==> src/pbr_pkg.sv <==
// Package for the PackBits run-length encoder: constants, item types and
// the control structs passed between the sequencer, the cell chain and the packer.
// No dependencies.
package pbr_pkg;

    // Longest run or literal group carried by one header byte
    localparam int MAX_BLOCK  = 128;
    localparam int BYTE_W     = 8;
    localparam int WORD_BYTES = 8;
    localparam int WORD_W     = WORD_BYTES * BYTE_W;
    localparam int LANE_W     = 3;               // byte lane inside a word
    localparam int CNT_W      = 8;               // literal count and run length
    localparam int KCNT_W     = 4;               // bytes in a word, 0..8
    localparam int TOT_W      = KCNT_W + 1;      // bytes in packer plus new chunk
    localparam int NUM_CELLS  = (MAX_BLOCK + WORD_BYTES - 1) / WORD_BYTES;

    typedef struct packed {
        logic [BYTE_W-1:0] byte_in;
        logic              last_byte;
    } t_in_item;

    typedef struct packed {
        logic [WORD_W-1:0] out_word;
        logic [KCNT_W-1:0] byte_count;
        logic              step_last;
        logic              stream_end;
    } t_out_item;

    // One command to the word packer: a chunk of bytes or a flush
    typedef struct packed {
        logic              valid;
        logic              flush;
        logic              end_flag;
        logic [KCNT_W-1:0] k;
        logic [WORD_W-1:0] data;
    } t_pk_cmd;

    // Control of the literal cell chain
    typedef struct packed {
        logic              shift_en;
        logic              wr_en;
        logic [CNT_W-1:0]  wr_idx;
        logic [BYTE_W-1:0] wr_byte;
    } t_chain_ctl;

endpackage

==> src/pbr_cell.sv <==
// One cell of the literal chain: a row of eight literal bytes.
// Depends on pbr_pkg.
module pbr_cell
    import pbr_pkg::*;
(
    input  logic              i_clk,
    input  logic              i_shift_en,
    input  logic [WORD_W-1:0] i_shift_row,
    input  logic              i_wr_en,
    input  logic [LANE_W-1:0] i_wr_lane,
    input  logic [BYTE_W-1:0] i_wr_byte,
    output logic [WORD_W-1:0] o_row
);

    logic [WORD_W-1:0] r_row;

    // take the neighbor's row on a drain, else store a pushed byte
    always_ff @(posedge i_clk) begin
        if (i_shift_en) begin
            r_row <= i_shift_row;
        end else if (i_wr_en) begin
            r_row[i_wr_lane*BYTE_W +: BYTE_W] <= i_wr_byte;
        end
    end

    assign o_row = r_row;

endmodule

==> src/pbr_chain.sv <==
// Literal store as a chain of row cells; pushes land at the fill index,
// drains move every row one cell toward the head. Depends on pbr_pkg, pbr_cell.
module pbr_chain
    import pbr_pkg::*;
(
    input  logic              i_clk,
    input  t_chain_ctl        i_ctl,
    output logic [WORD_W-1:0] o_head
);

    logic [WORD_W-1:0] rows     [NUM_CELLS];
    logic [WORD_W-1:0] shift_in [NUM_CELLS];
    logic [NUM_CELLS-1:0] wr_sel;

    for (genvar j = 0; j < NUM_CELLS; j++) begin : g_cell
        // tail cell pulls in nothing
        if (j == NUM_CELLS - 1) begin : g_tail
            assign shift_in[j] = '0;
        end else begin : g_mid
            assign shift_in[j] = rows[j+1];
        end

        assign wr_sel[j] = i_ctl.wr_en &&
            (i_ctl.wr_idx[CNT_W-1:LANE_W] == (CNT_W-LANE_W)'(j));

        pbr_cell u_cell (
            .i_clk       (i_clk),
            .i_shift_en  (i_ctl.shift_en),
            .i_shift_row (shift_in[j]),
            .i_wr_en     (wr_sel[j]),
            .i_wr_lane   (i_ctl.wr_idx[LANE_W-1:0]),
            .i_wr_byte   (i_ctl.wr_byte),
            .o_row       (rows[j])
        );
    end

    assign o_head = rows[0];

endmodule

==> src/pbr_packer.sv <==
// Word packer: gathers chunks of 1..8 bytes into 64-bit result words and
// holds the output register. Depends on pbr_pkg.
module pbr_packer
    import pbr_pkg::*;
(
    input  logic      i_clk,
    input  logic      i_rst_n,
    input  t_pk_cmd   i_cmd,
    output logic      o_ready,
    output logic      o_out_valid,
    input  logic      i_out_ready,
    output t_out_item o_out_item
);

    logic [KCNT_W-1:0]   r_fill, n_fill;
    logic [WORD_W-1:0]   r_acc, n_acc;
    logic                r_out_valid, n_out_valid;
    t_out_item           r_out, n_out;

    logic                slot_free;
    logic [WORD_W-1:0]   mask;
    logic [2*WORD_W-1:0] wide;
    logic [TOT_W-1:0]    total;

    assign slot_free = !r_out_valid || i_out_ready;
    assign o_ready   = slot_free;

    // lanes at and above k are zeroed before merging
    always_comb begin
        for (int l = 0; l < WORD_BYTES; l++) begin
            mask[l*BYTE_W +: BYTE_W] = (KCNT_W'(l) < i_cmd.k) ? '1 : '0;
        end
    end

    assign wide  = {{WORD_W{1'b0}}, r_acc}
                 | ({{WORD_W{1'b0}}, i_cmd.data & mask} << {r_fill, 3'b000});
    assign total = {1'b0, r_fill} + {1'b0, i_cmd.k};

    // a full word leaves only when more bytes spill past it, so the last
    // word of an item is always the one sent by the flush
    always_comb begin
        n_fill      = r_fill;
        n_acc       = r_acc;
        n_out       = r_out;
        n_out_valid = r_out_valid && !i_out_ready;
        if (i_cmd.valid && slot_free) begin
            if (i_cmd.flush) begin
                if (r_fill != '0) begin
                    n_out.out_word   = r_acc;
                    n_out.byte_count = r_fill;
                    n_out.step_last  = 1'b1;
                    n_out.stream_end = i_cmd.end_flag;
                    n_out_valid      = 1'b1;
                    n_fill           = '0;
                    n_acc            = '0;
                end
            end else if (total > TOT_W'(WORD_BYTES)) begin
                n_out.out_word   = wide[WORD_W-1:0];
                n_out.byte_count = KCNT_W'(WORD_BYTES);
                n_out.step_last  = 1'b0;
                n_out.stream_end = 1'b0;
                n_out_valid      = 1'b1;
                n_acc            = wide[2*WORD_W-1:WORD_W];
                n_fill           = KCNT_W'(total - TOT_W'(WORD_BYTES));
            end else begin
                n_acc  = wide[WORD_W-1:0];
                n_fill = total[KCNT_W-1:0];
            end
        end
    end

    // control and accumulator
    always_ff @(posedge i_clk) begin
        if (!i_rst_n) begin
            r_out_valid <= 1'b0;
            r_fill      <= '0;
            r_acc       <= '0;
        end else begin
            r_out_valid <= n_out_valid;
            r_fill      <= n_fill;
            r_acc       <= n_acc;
        end
    end

    // output payload
    always_ff @(posedge i_clk) begin
        r_out <= n_out;
    end

    assign o_out_valid = r_out_valid;
    assign o_out_item  = r_out;

endmodule

==> src/packbits_run_length_encoder_unit.sv <==
// PackBits (ByteRun) encoder top level: item sequencer, literal cell chain
// and word packer. Depends on pbr_pkg, pbr_chain, pbr_packer.
// Bytes are taken only in the idle state, so a new byte is accepted only after
// the run, literal header and rows, pushed byte and flush that the last one
// produced have been handed to the word packer.
// Reset: synchronous, active low; clears the sequencer, counters and packer.
module packbits_run_length_encoder_unit
    import pbr_pkg::*;
(
    input  logic      i_clk,
    input  logic      i_rst_n,
    input  logic      i_in_valid,
    output logic      o_in_ready,
    input  t_in_item  i_in_item,
    output logic      o_out_valid,
    input  logic      i_out_ready,
    output t_out_item o_out_item
);

    typedef enum logic [5:0] {
        S_IDLE  = 6'b000001,
        S_RUN   = 6'b000010,
        S_HDR   = 6'b000100,
        S_DRAIN = 6'b001000,
        S_PUSH  = 6'b010000,
        S_FLUSH = 6'b100000
    } t_state;

    // next step of the item, in output order
    function automatic t_state pick(input logic run, input logic lit,
                                    input logic push, input logic run2);
        t_state st;
        priority if (run)  st = S_RUN;
        else if (lit)      st = S_HDR;
        else if (push)     st = S_PUSH;
        else if (run2)     st = S_RUN;
        else               st = S_FLUSH;
        return st;
    endfunction

    t_state            r_state, n_state;
    logic [BYTE_W-1:0] r_held, n_held;
    logic              r_held_v, n_held_v;
    logic [CNT_W-1:0]  r_run_len, n_run_len;
    logic              r_run_act, n_run_act;
    logic [CNT_W-1:0]  r_cnt, n_cnt;
    logic              r_f_run, n_f_run;
    logic              r_f_lit, n_f_lit;
    logic              r_f_push, n_f_push;
    logic              r_f_run2, n_f_run2;
    logic [BYTE_W-1:0] r_er_val, n_er_val;
    logic [CNT_W-1:0]  r_er_len, n_er_len;
    logic [BYTE_W-1:0] r_p2, n_p2;
    logic              r_end, n_end;

    logic              in_eq;
    logic              run_go;
    logic              pk_ready;
    t_pk_cmd           pk_cmd;
    t_chain_ctl        ch_ctl;
    logic [WORD_W-1:0] ch_head;

    assign in_eq      = i_in_item.byte_in == r_held;
    assign run_go     = r_run_act && in_eq && (r_run_len < CNT_W'(MAX_BLOCK));
    assign o_in_ready = r_state == S_IDLE;

    // sequencer
    always_comb begin
        n_state   = r_state;
        n_held    = r_held;
        n_held_v  = r_held_v;
        n_run_len = r_run_len;
        n_run_act = r_run_act;
        n_cnt     = r_cnt;
        n_f_run   = r_f_run;
        n_f_lit   = r_f_lit;
        n_f_push  = r_f_push;
        n_f_run2  = r_f_run2;
        n_er_val  = r_er_val;
        n_er_len  = r_er_len;
        n_p2      = r_p2;
        n_end     = r_end;
        pk_cmd    = '0;
        ch_ctl    = '0;

        unique case (r_state)
            S_IDLE: begin
                if (i_in_valid) begin
                    // classify the byte against the held one
                    if (!r_held_v) begin
                        n_held   = i_in_item.byte_in;
                        n_held_v = 1'b1;
                    end else if (r_run_act) begin
                        if (run_go) begin
                            n_run_len = r_run_len + 1'b1;
                        end else begin
                            n_er_val  = r_held;
                            n_er_len  = r_run_len;
                            n_f_run   = 1'b1;
                            n_held    = i_in_item.byte_in;
                            n_run_act = 1'b0;
                            n_run_len = '0;
                        end
                    end else if (in_eq) begin
                        n_f_lit   = r_cnt != '0;
                        n_run_act = 1'b1;
                        n_run_len = CNT_W'(2);
                    end else begin
                        ch_ctl.wr_en   = 1'b1;
                        ch_ctl.wr_idx  = r_cnt;
                        ch_ctl.wr_byte = r_held;
                        n_cnt          = r_cnt + 1'b1;
                        n_f_lit        = (r_cnt + 1'b1) == CNT_W'(MAX_BLOCK);
                        n_held         = i_in_item.byte_in;
                    end
                    // end of stream: close what is open, back to reset state
                    if (i_in_item.last_byte) begin
                        if (n_run_act) begin
                            n_f_run2 = 1'b1;
                            n_er_val = n_held;
                            n_er_len = n_run_len;
                        end else begin
                            n_f_push = 1'b1;
                            n_p2     = i_in_item.byte_in;
                        end
                        n_held    = '0;
                        n_held_v  = 1'b0;
                        n_run_act = 1'b0;
                        n_run_len = '0;
                        n_end     = 1'b1;
                    end else begin
                        n_end = 1'b0;
                    end
                    n_state = pick(n_f_run, n_f_lit, n_f_push, n_f_run2);
                end
            end
            S_RUN: begin
                pk_cmd.valid = 1'b1;
                pk_cmd.k     = KCNT_W'(2);
                pk_cmd.data  = {{(WORD_W-2*BYTE_W){1'b0}}, r_er_val,
                                BYTE_W'(1) - r_er_len};
                if (pk_ready) begin
                    n_f_run  = 1'b0;
                    n_f_run2 = 1'b0;
                    n_state  = pick(1'b0, r_f_lit, r_f_push, 1'b0);
                end
            end
            S_HDR: begin
                pk_cmd.valid = 1'b1;
                pk_cmd.k     = KCNT_W'(1);
                pk_cmd.data  = {{(WORD_W-BYTE_W){1'b0}}, BYTE_W'(r_cnt - 1'b1)};
                if (pk_ready) begin
                    n_state = S_DRAIN;
                end
            end
            S_DRAIN: begin
                // one row of literals per cycle from the chain head, while the packer is ready
                pk_cmd.valid = 1'b1;
                pk_cmd.k     = (r_cnt > CNT_W'(WORD_BYTES)) ? KCNT_W'(WORD_BYTES)
                                                            : r_cnt[KCNT_W-1:0];
                pk_cmd.data  = ch_head;
                if (pk_ready) begin
                    ch_ctl.shift_en = 1'b1;
                    n_cnt = r_cnt - CNT_W'(pk_cmd.k);
                    if (r_cnt <= CNT_W'(WORD_BYTES)) begin
                        n_f_lit = 1'b0;
                        n_state = pick(1'b0, 1'b0, r_f_push, r_f_run2);
                    end
                end
            end
            S_PUSH: begin
                ch_ctl.wr_en   = 1'b1;
                ch_ctl.wr_idx  = r_cnt;
                ch_ctl.wr_byte = r_p2;
                n_cnt          = r_cnt + 1'b1;
                n_f_push       = 1'b0;
                n_state        = S_HDR;
            end
            S_FLUSH: begin
                pk_cmd.valid    = 1'b1;
                pk_cmd.flush    = 1'b1;
                pk_cmd.end_flag = r_end;
                if (pk_ready) begin
                    n_state = S_IDLE;
                end
            end
            default: begin
                n_state = S_IDLE;
            end
        endcase
    end

    // control state
    always_ff @(posedge i_clk) begin
        if (!i_rst_n) begin
            r_state   <= S_IDLE;
            r_held    <= '0;
            r_held_v  <= 1'b0;
            r_run_len <= '0;
            r_run_act <= 1'b0;
            r_cnt     <= '0;
            r_f_run   <= 1'b0;
            r_f_lit   <= 1'b0;
            r_f_push  <= 1'b0;
            r_f_run2  <= 1'b0;
            r_end     <= 1'b0;
        end else begin
            r_state   <= n_state;
            r_held    <= n_held;
            r_held_v  <= n_held_v;
            r_run_len <= n_run_len;
            r_run_act <= n_run_act;
            r_cnt     <= n_cnt;
            r_f_run   <= n_f_run;
            r_f_lit   <= n_f_lit;
            r_f_push  <= n_f_push;
            r_f_run2  <= n_f_run2;
            r_end     <= n_end;
        end
    end

    // payload of pending emissions
    always_ff @(posedge i_clk) begin
        r_er_val <= n_er_val;
        r_er_len <= n_er_len;
        r_p2     <= n_p2;
    end

    pbr_chain u_chain (
        .i_clk  (i_clk),
        .i_ctl  (ch_ctl),
        .o_head (ch_head)
    );

    pbr_packer u_packer (
        .i_clk       (i_clk),
        .i_rst_n     (i_rst_n),
        .i_cmd       (pk_cmd),
        .o_ready     (pk_ready),
        .o_out_valid (o_out_valid),
        .i_out_ready (i_out_ready),
        .o_out_item  (o_out_item)
    );

`ifndef SYNTHESIS
    // a full literal group never survives to the next item
    a_idle_cnt: assert property (@(posedge i_clk) disable iff (!i_rst_n)
        o_in_ready |-> (r_cnt < CNT_W'(MAX_BLOCK)))
        else $error("literal count full while idle");

    // an open run has a held byte and a legal length
    a_run_len: assert property (@(posedge i_clk) disable iff (!i_rst_n)
        r_run_act |-> (r_held_v && r_run_len >= CNT_W'(2)
                       && r_run_len <= CNT_W'(MAX_BLOCK)))
        else $error("open run with bad length");

    // drain only with literals in the chain
    a_drain_cnt: assert property (@(posedge i_clk) disable iff (!i_rst_n)
        (r_state == S_DRAIN) |-> (r_cnt != '0))
        else $error("drain with empty chain");

    // a run is emitted either before or after the literals, never both
    a_run_excl: assert property (@(posedge i_clk) disable iff (!i_rst_n)
        r_f_run |-> !r_f_run2)
        else $error("both run emissions pending");
`endif

endmodule

==> config.mk <==
export PLATFORM = sky130hd
export DESIGN_NAME = packbits_run_length_encoder_unit
export DESIGN_NICKNAME = d
export VERILOG_FILES = /design/src/pbr_pkg.sv /design/src/pbr_cell.sv /design/src/pbr_chain.sv /design/src/pbr_packer.sv /design/src/packbits_run_length_encoder_unit.sv
export SDC_FILE = /design/constraint.sdc
export NUM_CORES = 2
export LEC_CHECK = 0
export BUFFER_PORTS_ARGS = -buffer_cell sky130_fd_sc_hd__buf_2
export CAP_MARGIN = 25
export CORE_MARGIN = 5
export CORE_UTILIZATION = 55
export DETAILED_ROUTE_END_ITERATION = 8
export PLACE_DENSITY_LB_ADDON = 0.2
export SYNTH_ARGS = -nofsm -noshare
export SYNTH_HDL_FRONTEND = slang
export SYNTH_SLANG_ARGS = --single-unit
export TNS_END_PERCENT = 100
==> constraint.sdc <==
create_clock -name i_clk -period 5.2 [get_ports i_clk]
set_clock_uncertainty 0.2 [all_clocks]
set_input_delay 1.04 -clock i_clk [delete_from_list [all_inputs] [get_ports i_clk]]
set_output_delay 1.04 -clock i_clk [all_outputs]
set_load 0.03 [all_outputs]
### Word level (Yosys, flattened, before mapping)

Index checks and enable logic that the tools add are counted.

| storage, ports and cells | value |
|---|---|
| register bits after elaboration | 1224 |
| output and inout port bits | 72 |
| logic and storage cells | 309 |

| cells by class | value |
|---|---|
| add/sub/neg operators | 8 |
| order comparisons | 12 |
| equality and inequality tests | 33 |
| shifts and indexed selects | 3 |
| mux-type cells | 157 |
| bitwise gates (word level) | 3 |
| reduce and logical (&&, ||, !) cells | 56 |

Operators with widths:

| operator | number |
|---|---|
| $mux W64 | 33 |
| $bwmux W64 | 16 |
| $mux W8 | 33 |
| $mux W70 | 3 |
| $pmux W68 S3 | 1 |
| $or A64 B128 Y128 | 1 |
| $shl A64 B7 Y128 | 1 |
| $mux W6 | 14 |
| $mux W17 | 4 |
| $and A64 B64 Y64 | 1 |
| $shift A8 B34 Y64 const A | 1 |
| $shiftx A8 B34 Y64 | 1 |
| $mux W1 | 41 |
| $eq A5 B4 Y1 const B | 8 |
| $reduce_bool A2 Y1 | 19 |
| $pmux W6 S6 | 1 |
| $neg A6 Y34 | 1 |
| $pmux W17 S2 | 1 |
| $pmux W8 S3 | 1 |
| $eq A5 B3 Y1 const B | 4 |
| $logic_and A1 B1 Y1 | 20 |
| $add A8 B1 Y8 const B | 2 |
| $lt A3 B4 Y1 const A | 4 |
| $mux W4 | 4 |
| 37 further kinds | 57 |

### Longest topological paths before layout

| depth | value |
|---|---|
| depth in word-level cells | 18 |
| mapped depth | 18 |

### By module

A second synthesis with hierarchy kept.

| unflattened totals | value |
|---|---|
| cells, all modules | 5227 |
| area, all modules | 62175.9 sq um |

Modules (own cells, without submodules):

| module | times used | cells an instance | area an instance (sq um) |
|---|---|---|---|
| pbr_cell (u_chain.g_cell[0].u_cell ...) | 15 | 222 | 3006.6 |
| pbr_packer | 1 | 1058 | 9081.2 |
| packbits_run_length_encoder_unit | 1 | 565 | 4575.6 |
| pbr_cell (u_chain.g_cell[9].u_cell) | 1 | 250 | 3284.4 |
| pbr_chain | 1 | 24 | 135.1 |

### Worst setup path before layout

Ideal clock, no wire load.

| timing path | value |
|---|---|
| path kind | register -> register |
| start | reg r_state[3] |
| end | reg u_packer.r_out (netlist bit u_packer.o_out_item[0]), enable pin |
| arrival time | 4.821 ns |
| data required time | 4.576 ns |
| path slack | -0.245 ns |
| stages on the path, launching flop included | 16 |
| clock period less this slack | 5.445 ns |
| cells stage by stage | dfxtp_1 > clkbuf_1 > or4_1 > nor2_1 > clkbuf_1 > nor2_1 > inv_1 > ha_1 > nand3_1 > o31ai_1 > o21bai_1 > mux2_2 > nor2_2 > clkbuf_1 > o21ai_0 > inv_1 |

| on the way | value |
|---|---|
| word-level cells in the longest chain between the ends | 6 |
| elaborated cells on any way between the ends | 14 |

Ends and longest elaborated chain:

| item | RTL line | RTL |
|---|---|---|
| start: declaration | packbits_run_length_encoder_unit.sv:41 | `t_state r_state, n_state;` |
| start signal: assignment | packbits_run_length_encoder_unit.sv:208 | `r_state <= n_state;` |
| $eq A6 B4 Y1, or another cell as far along | packbits_run_length_encoder_unit.sv:86 | `unique case (r_state)` |
| $pmux W68 S3 | packbits_run_length_encoder_unit.sv:86 |  |
| $add A4 B4 Y5 | pbr_packer.sv:37 | `assign total = {1'b0, r_fill} + {1'b0, i_cmd.k};` |
| $gt A5 B4 Y1 | pbr_packer.sv:57 | `end else if (total > TOT_W'(WORD_BYTES)) begin` |
| $reduce_bool A2 Y1 (no line) | - |  |
| $reduce_and A3 Y1 (no line) (*) | - |  |
| end signal: assignment | pbr_packer.sv:87 | `r_out <= n_out;` |
| end: declaration | pbr_packer.sv:18 | `t_out_item r_out, n_out;` |

Every way passes the cells marked *; elsewhere a longest branch is shown, timed or not.
A chain may end at the register's enable or synchronous reset.

### Worst setup path after layout

| timing path | value |
|---|---|
| start | reg r_state[5] |
| end | reg u_chain.g_cell[15].u_cell.r_row[42] |

| on the way | value |
|---|---|
| word-level cells in the longest chain between the ends | 5 |
| elaborated cells on any way between the ends | 11 |

Ends and longest elaborated chain:

| item | RTL line | RTL |
|---|---|---|
| $eq A6 B5 Y1 or $eq A6 B1 Y1 (tied branches) | packbits_run_length_encoder_unit.sv:86 |  |
| $pmux W17 S2 | packbits_run_length_encoder_unit.sv:86 |  |
| $neg A6 Y34 | pbr_cell.sv:22 | `r_row[i_wr_lane*BYTE_W +: BYTE_W] <= i_wr_byte;` |
| $shiftx A8 B34 Y64 or $shift A8 B34 Y64 (tied branches) | pbr_cell.sv:22 |  |
| $bwmux W64 | pbr_cell.sv:22 |  |
| end signal: assignment | pbr_cell.sv:20 | `r_row <= i_shift_row;` |
| end signal: indexed assignment | pbr_cell.sv:22 |  |
| end: declaration | pbr_cell.sv:15 | `logic [WORD_W-1:0] r_row;` |

Parallel ways exist; a longest one is shown, timed or not.

==> summary.md <==
| Metric | Value |
|---|---|
| Synth Area in Simple Gates | `approximately 7.5%` |
| Critical Path Source | `r_state[5]` |
| Post-CTS setup buffer count | `0` |
| Chip Width | `about 320 um` |
| DPL Wire Length | `approximately 99 mm` |
| FMAX | `209.7 MHz` |
| Wire per inst | `around 25 um` |
| Seq cells post-synth | `around 1.2k` |
| CTS-repair resized insts | `0` |
| DP Area | `56,580 um^2` |
| RD Place Congestion | `1.001` |
| Setup crit end | `u_chain.g_cell[15].u_cell.o_row[42]` |
| RR Endpoint | `u_chain.g_cell[15].u_cell.o_row[42]` |
| DRT Pass-1 Iters | `6` |
| Primary FF master, synth | `edfxtp_1` |
| Worst path max stage delay | `roughly 660 ps` |
| I/O Buffers | `between 80 and 90` |
| Pwr per Cell Area | `338.0 nW/um^2` |
| # IOs | `85` |
| Worst vdd ir | `0.2715 mV` |
| Post-Synth Adder-Cell Area | `less than 1%` |
| Iter 0 DRT Violations | `4,036` |
| Fill count | `about 7.4k` |
| Row count | `114` |
| Num CTS Buffers | `120` |
| Initial Utilization | `55.29%` |
| Synth cell types | `between 90 and 100` |
| Status | `completed` |
| Worst Path Required | `5610 ps` |
| Cells after DPL | `between 5k and 6k` |
| P&R area growth vs syn | `13.38%` |
| Final Hold Viols | `0` |
| Final WS setup | `431.8 ps` |
| Total power | `roughly 20 mW` |
| Reg area | `35,060 um^2` |
| Final net count | `about 4.4k` |
| Worst Tran Pin Value | `between 1000 and 1500 ps` |
| Core ar. | `around 97,000 um^2` |
| DIE HEIGHT | `about 320 um` |
| Unrepaired setup endpoints after global routing | `no` |
| Die area | `between 100,000 and 150,000 um^2` |
| Largest net degree at the start of global routing | `198` |
| Global-route wire length before repair | `216.7 mm` |
| Vias | `about 36k` |
| Cell depth of the worst flop-to-flop path | `15` |
| Max-slew headroom | `26.80%` |
| EDFF count, synth | `1,054` |
| TritonCTS clock tree | `done` |
| Critical Path Start Type | `flop` |
| Initial antenna violation count | `2` |
| ANT nets after route | `0` |
| P_leak | `between 20 and 30 nW` |
| Final min period | `about 4800 ps` |
| Top-count cell post-synth | `edfxtp_1` |
| MaxCap Viol Count | `0` |
| Fraction of registers with async set/reset | `0%` |
| Sequential-to-total area share from yosys stat | `about 66%` |
| Reg2reg start | `r_state[5]` |
| Later-pin clock latency in the skew report | `710 ps` |
| Multi-input gate area | `roughly 17,000 um^2` |
| Clock slew at reported path FFs | `about 70 ps` |
| Crit-path slowest cell | `nor4_2` |
| Worst-path fanout max | `9` |
| Largest family of logic cells by synthesized area | `compound AO/OA/AOI/OAI gates` |
| Layout cells sized above 1 | `14.47%` |
| Xor and xnor fraction of the mapped netlist area | `less than 1%` |
| Syn_nets | `approximately 4.2k` |
| Mux contribution to synthesized area | `1.048%` |
| Final Slew Violations | `0` |
| Yosys warnings | `0` |
| Final instance area | `a little over 60,000 um^2` |
| Post-synth top area share | `59.28%` |
| # setup viols final | `0` |
| Syn Inst Count | `4,201` |
| Mapped Area | `roughly 53,000 um^2` |
| Clock H-tree levels | `3` |
| Via density | `6.257` |
| Endpoint class of the critical path | `flop` |
| Longest Clk Path Bufs | `3` |
| Most instantiated cells after synthesis | `1,054 x edfxtp_1, 990 x a21o_1, 343 x nor2_1` |
| Most used cell, CP | `buf_4` |
| Post-synthesis compound-gate area fraction | `between 20% and 30%` |
| Crit path cell chain | `buf_4, nor4_2, nand4_1, a21oi_1, buf_4, or2_1, nand2_1, ha_1, ha_1, nor3b_1, buf_4, nand3_1, nor2b_1, nand3_1, a21oi_1` |
| Min-delay worst type | `reg -> reg` |
| Place WS | `between 300 and 400 ps` |
| Ant. Diodes | `0` |
| Vias in the first global route | `around 35k` |
| R2r setup slk | `between 400 and 500 ps` |
| Hold buffers post-CTS | `0` |
| Clk sinks | `1,224` |
| Total track usage | `between 20% and 30%` |
| Crit Path Class | `reg -> reg` |
| Period utilization | `around nine tenths` |
| Non-Filler Instances | `5,767` |
| WL final | `roughly 140 mm` |
| Total gr overflow | `0` |
| Largest cells by area after synthesis | `edfxtp_1 59%, a21o_1 14%, dfxtp_1 6.4%` |
| Yosys top cell by area | `edfxtp_1` |
| Remaining DRCs | `0` |
| Syn Area/Cell | `approximately 13 um^2` |
| WP data arrival | `~5200 ps` |
| Fin Setup TNS | `0 ps` |
| CTS root buf | `clkbuf_16` |
==> metal layers <==
metal | wire, um | vias up | global-route usage, %
li1 | - | 16336 | -
met1 | 57290 | 17930 | 36.24
met2 | 68740 | 1476 | 44.79
met3 | 9710 | 342 | 4.128
met4 | 7317 | 2 | 12.64
met5 | 12 | - | 0
==> metrics by stage <==
stage,util [%],hold slack (ps)
2_1_floorplan,-,219.3
3_3_place_gp,58.59,228.4
3_5_place_dp,58.59,235.6
4_1_cts,62.63,248.7
5_1_grt,62.69,259.7
6_report,62.69,249.1
==> power breakdown <==
part / switching [mW] / internal (mW) / leakage, nW
Combinational: 0.800 / 0.377 / 16.1
Clock: 3.70 / 4.81 / 1.92
Sequential: 0.0991 / 10.7 / 9.15
==> critical path, delay by kind of cell (launching register included) <==
family / cells / cell delay [ps]
flops: 1 / 310
simple gates: 8 / 2620
fa+ha+maj: 2 / 560
compound gates: 2 / 380
buf+inv: 3 / 610
==> cell usage in the layout, fill, tap and decap left out, types with 22 or more instances in the layout <==
cell type,synthesis,final
nor4_1,23,22
nor2_1,343,340
clkinv_2,0,26
inv_1,28,27
buf_4,0,311
o21ai_0,97,96
a21oi_1,180,172
clkinv_1,3,27
o21bai_1,27,27
a21o_1,990,990
clkbuf_16,0,124
buf_2,9,84
o211ai_1,29,29
nand3_1,62,62
or3_1,27,27
mux2i_1,39,39
and3_1,27,27
clkbuf_1,318,25
and2_1,24,24
nand2_1,217,217
a32oi_1,22,22
edfxtp_1,1054,1054
nor2b_1,31,31
a31oi_1,23,23
dfxtp_1,170,166
a22oi_1,38,38
nor3_1,41,41
==> layout make-up <==
class,count,area share [%]
Tap cell,1276,2.637
Timing Repair Buffer,402,4.783
Clock buffer,159,5.508
Inverter,31,0.1984
Multi-Input combinational cell,2606,28.03
Clock inverter,69,0.9239
Sequential cell,1224,57.92
==> worst min-delay path by stage <==
| stage | cells past startpoint | endpoint | slack (ps) | startpoint |
|---|---|---|---|---|
| after detailed placement | 1 | u_packer.r_acc[39] | 240 | u_packer.r_acc[39] |
| after CTS | 1 | u_packer.r_acc[39] | 250 | u_packer.r_acc[39] |
| after global placement | 2 | u_packer.r_acc[22] | 230 | u_packer.r_acc[22] |
| final | 2 | u_packer.r_acc[1] | 250 | u_packer.r_acc[1] |
| after global routing | 1 | u_packer.r_acc[39] | 260 | u_packer.r_acc[39] |
| after floorplan | 2 | u_packer.r_acc[11] | 220 | u_packer.r_acc[11] |
==> registers in the layout (all words and copies together), names as in the netlist <==
signal,count
r_cnt,8
r_end,1
r_er_len,8
r_er_val,8
r_f_lit,1
r_f_push,1
r_f_run,1
r_f_run2,1
r_held,8
r_held_v,1
r_p2,8
r_run_act,1
r_run_len,8
r_state,6
u_chain.g_cell.u_cell.o_row,1024
u_packer.o_out_item,70
u_packer.o_out_valid,1
u_packer.r_acc,64
u_packer.r_fill,4
==> logic make-up (layout without fill, tap and decap cells) <==
group                    count (synthesis)  in the layout
flip-flops                            1224           1224
other                                    1              1
XOR/XNOR                                22             22
AND/OR/NAND/NOR                        875            875
adder cells (fa/ha/maj)                 15             15
multiplexers                            52             52
buffers and inverters                  371            661
AO/OA/AOI/OAI                         1641           1641
Power figures use the tool's default switching activity.
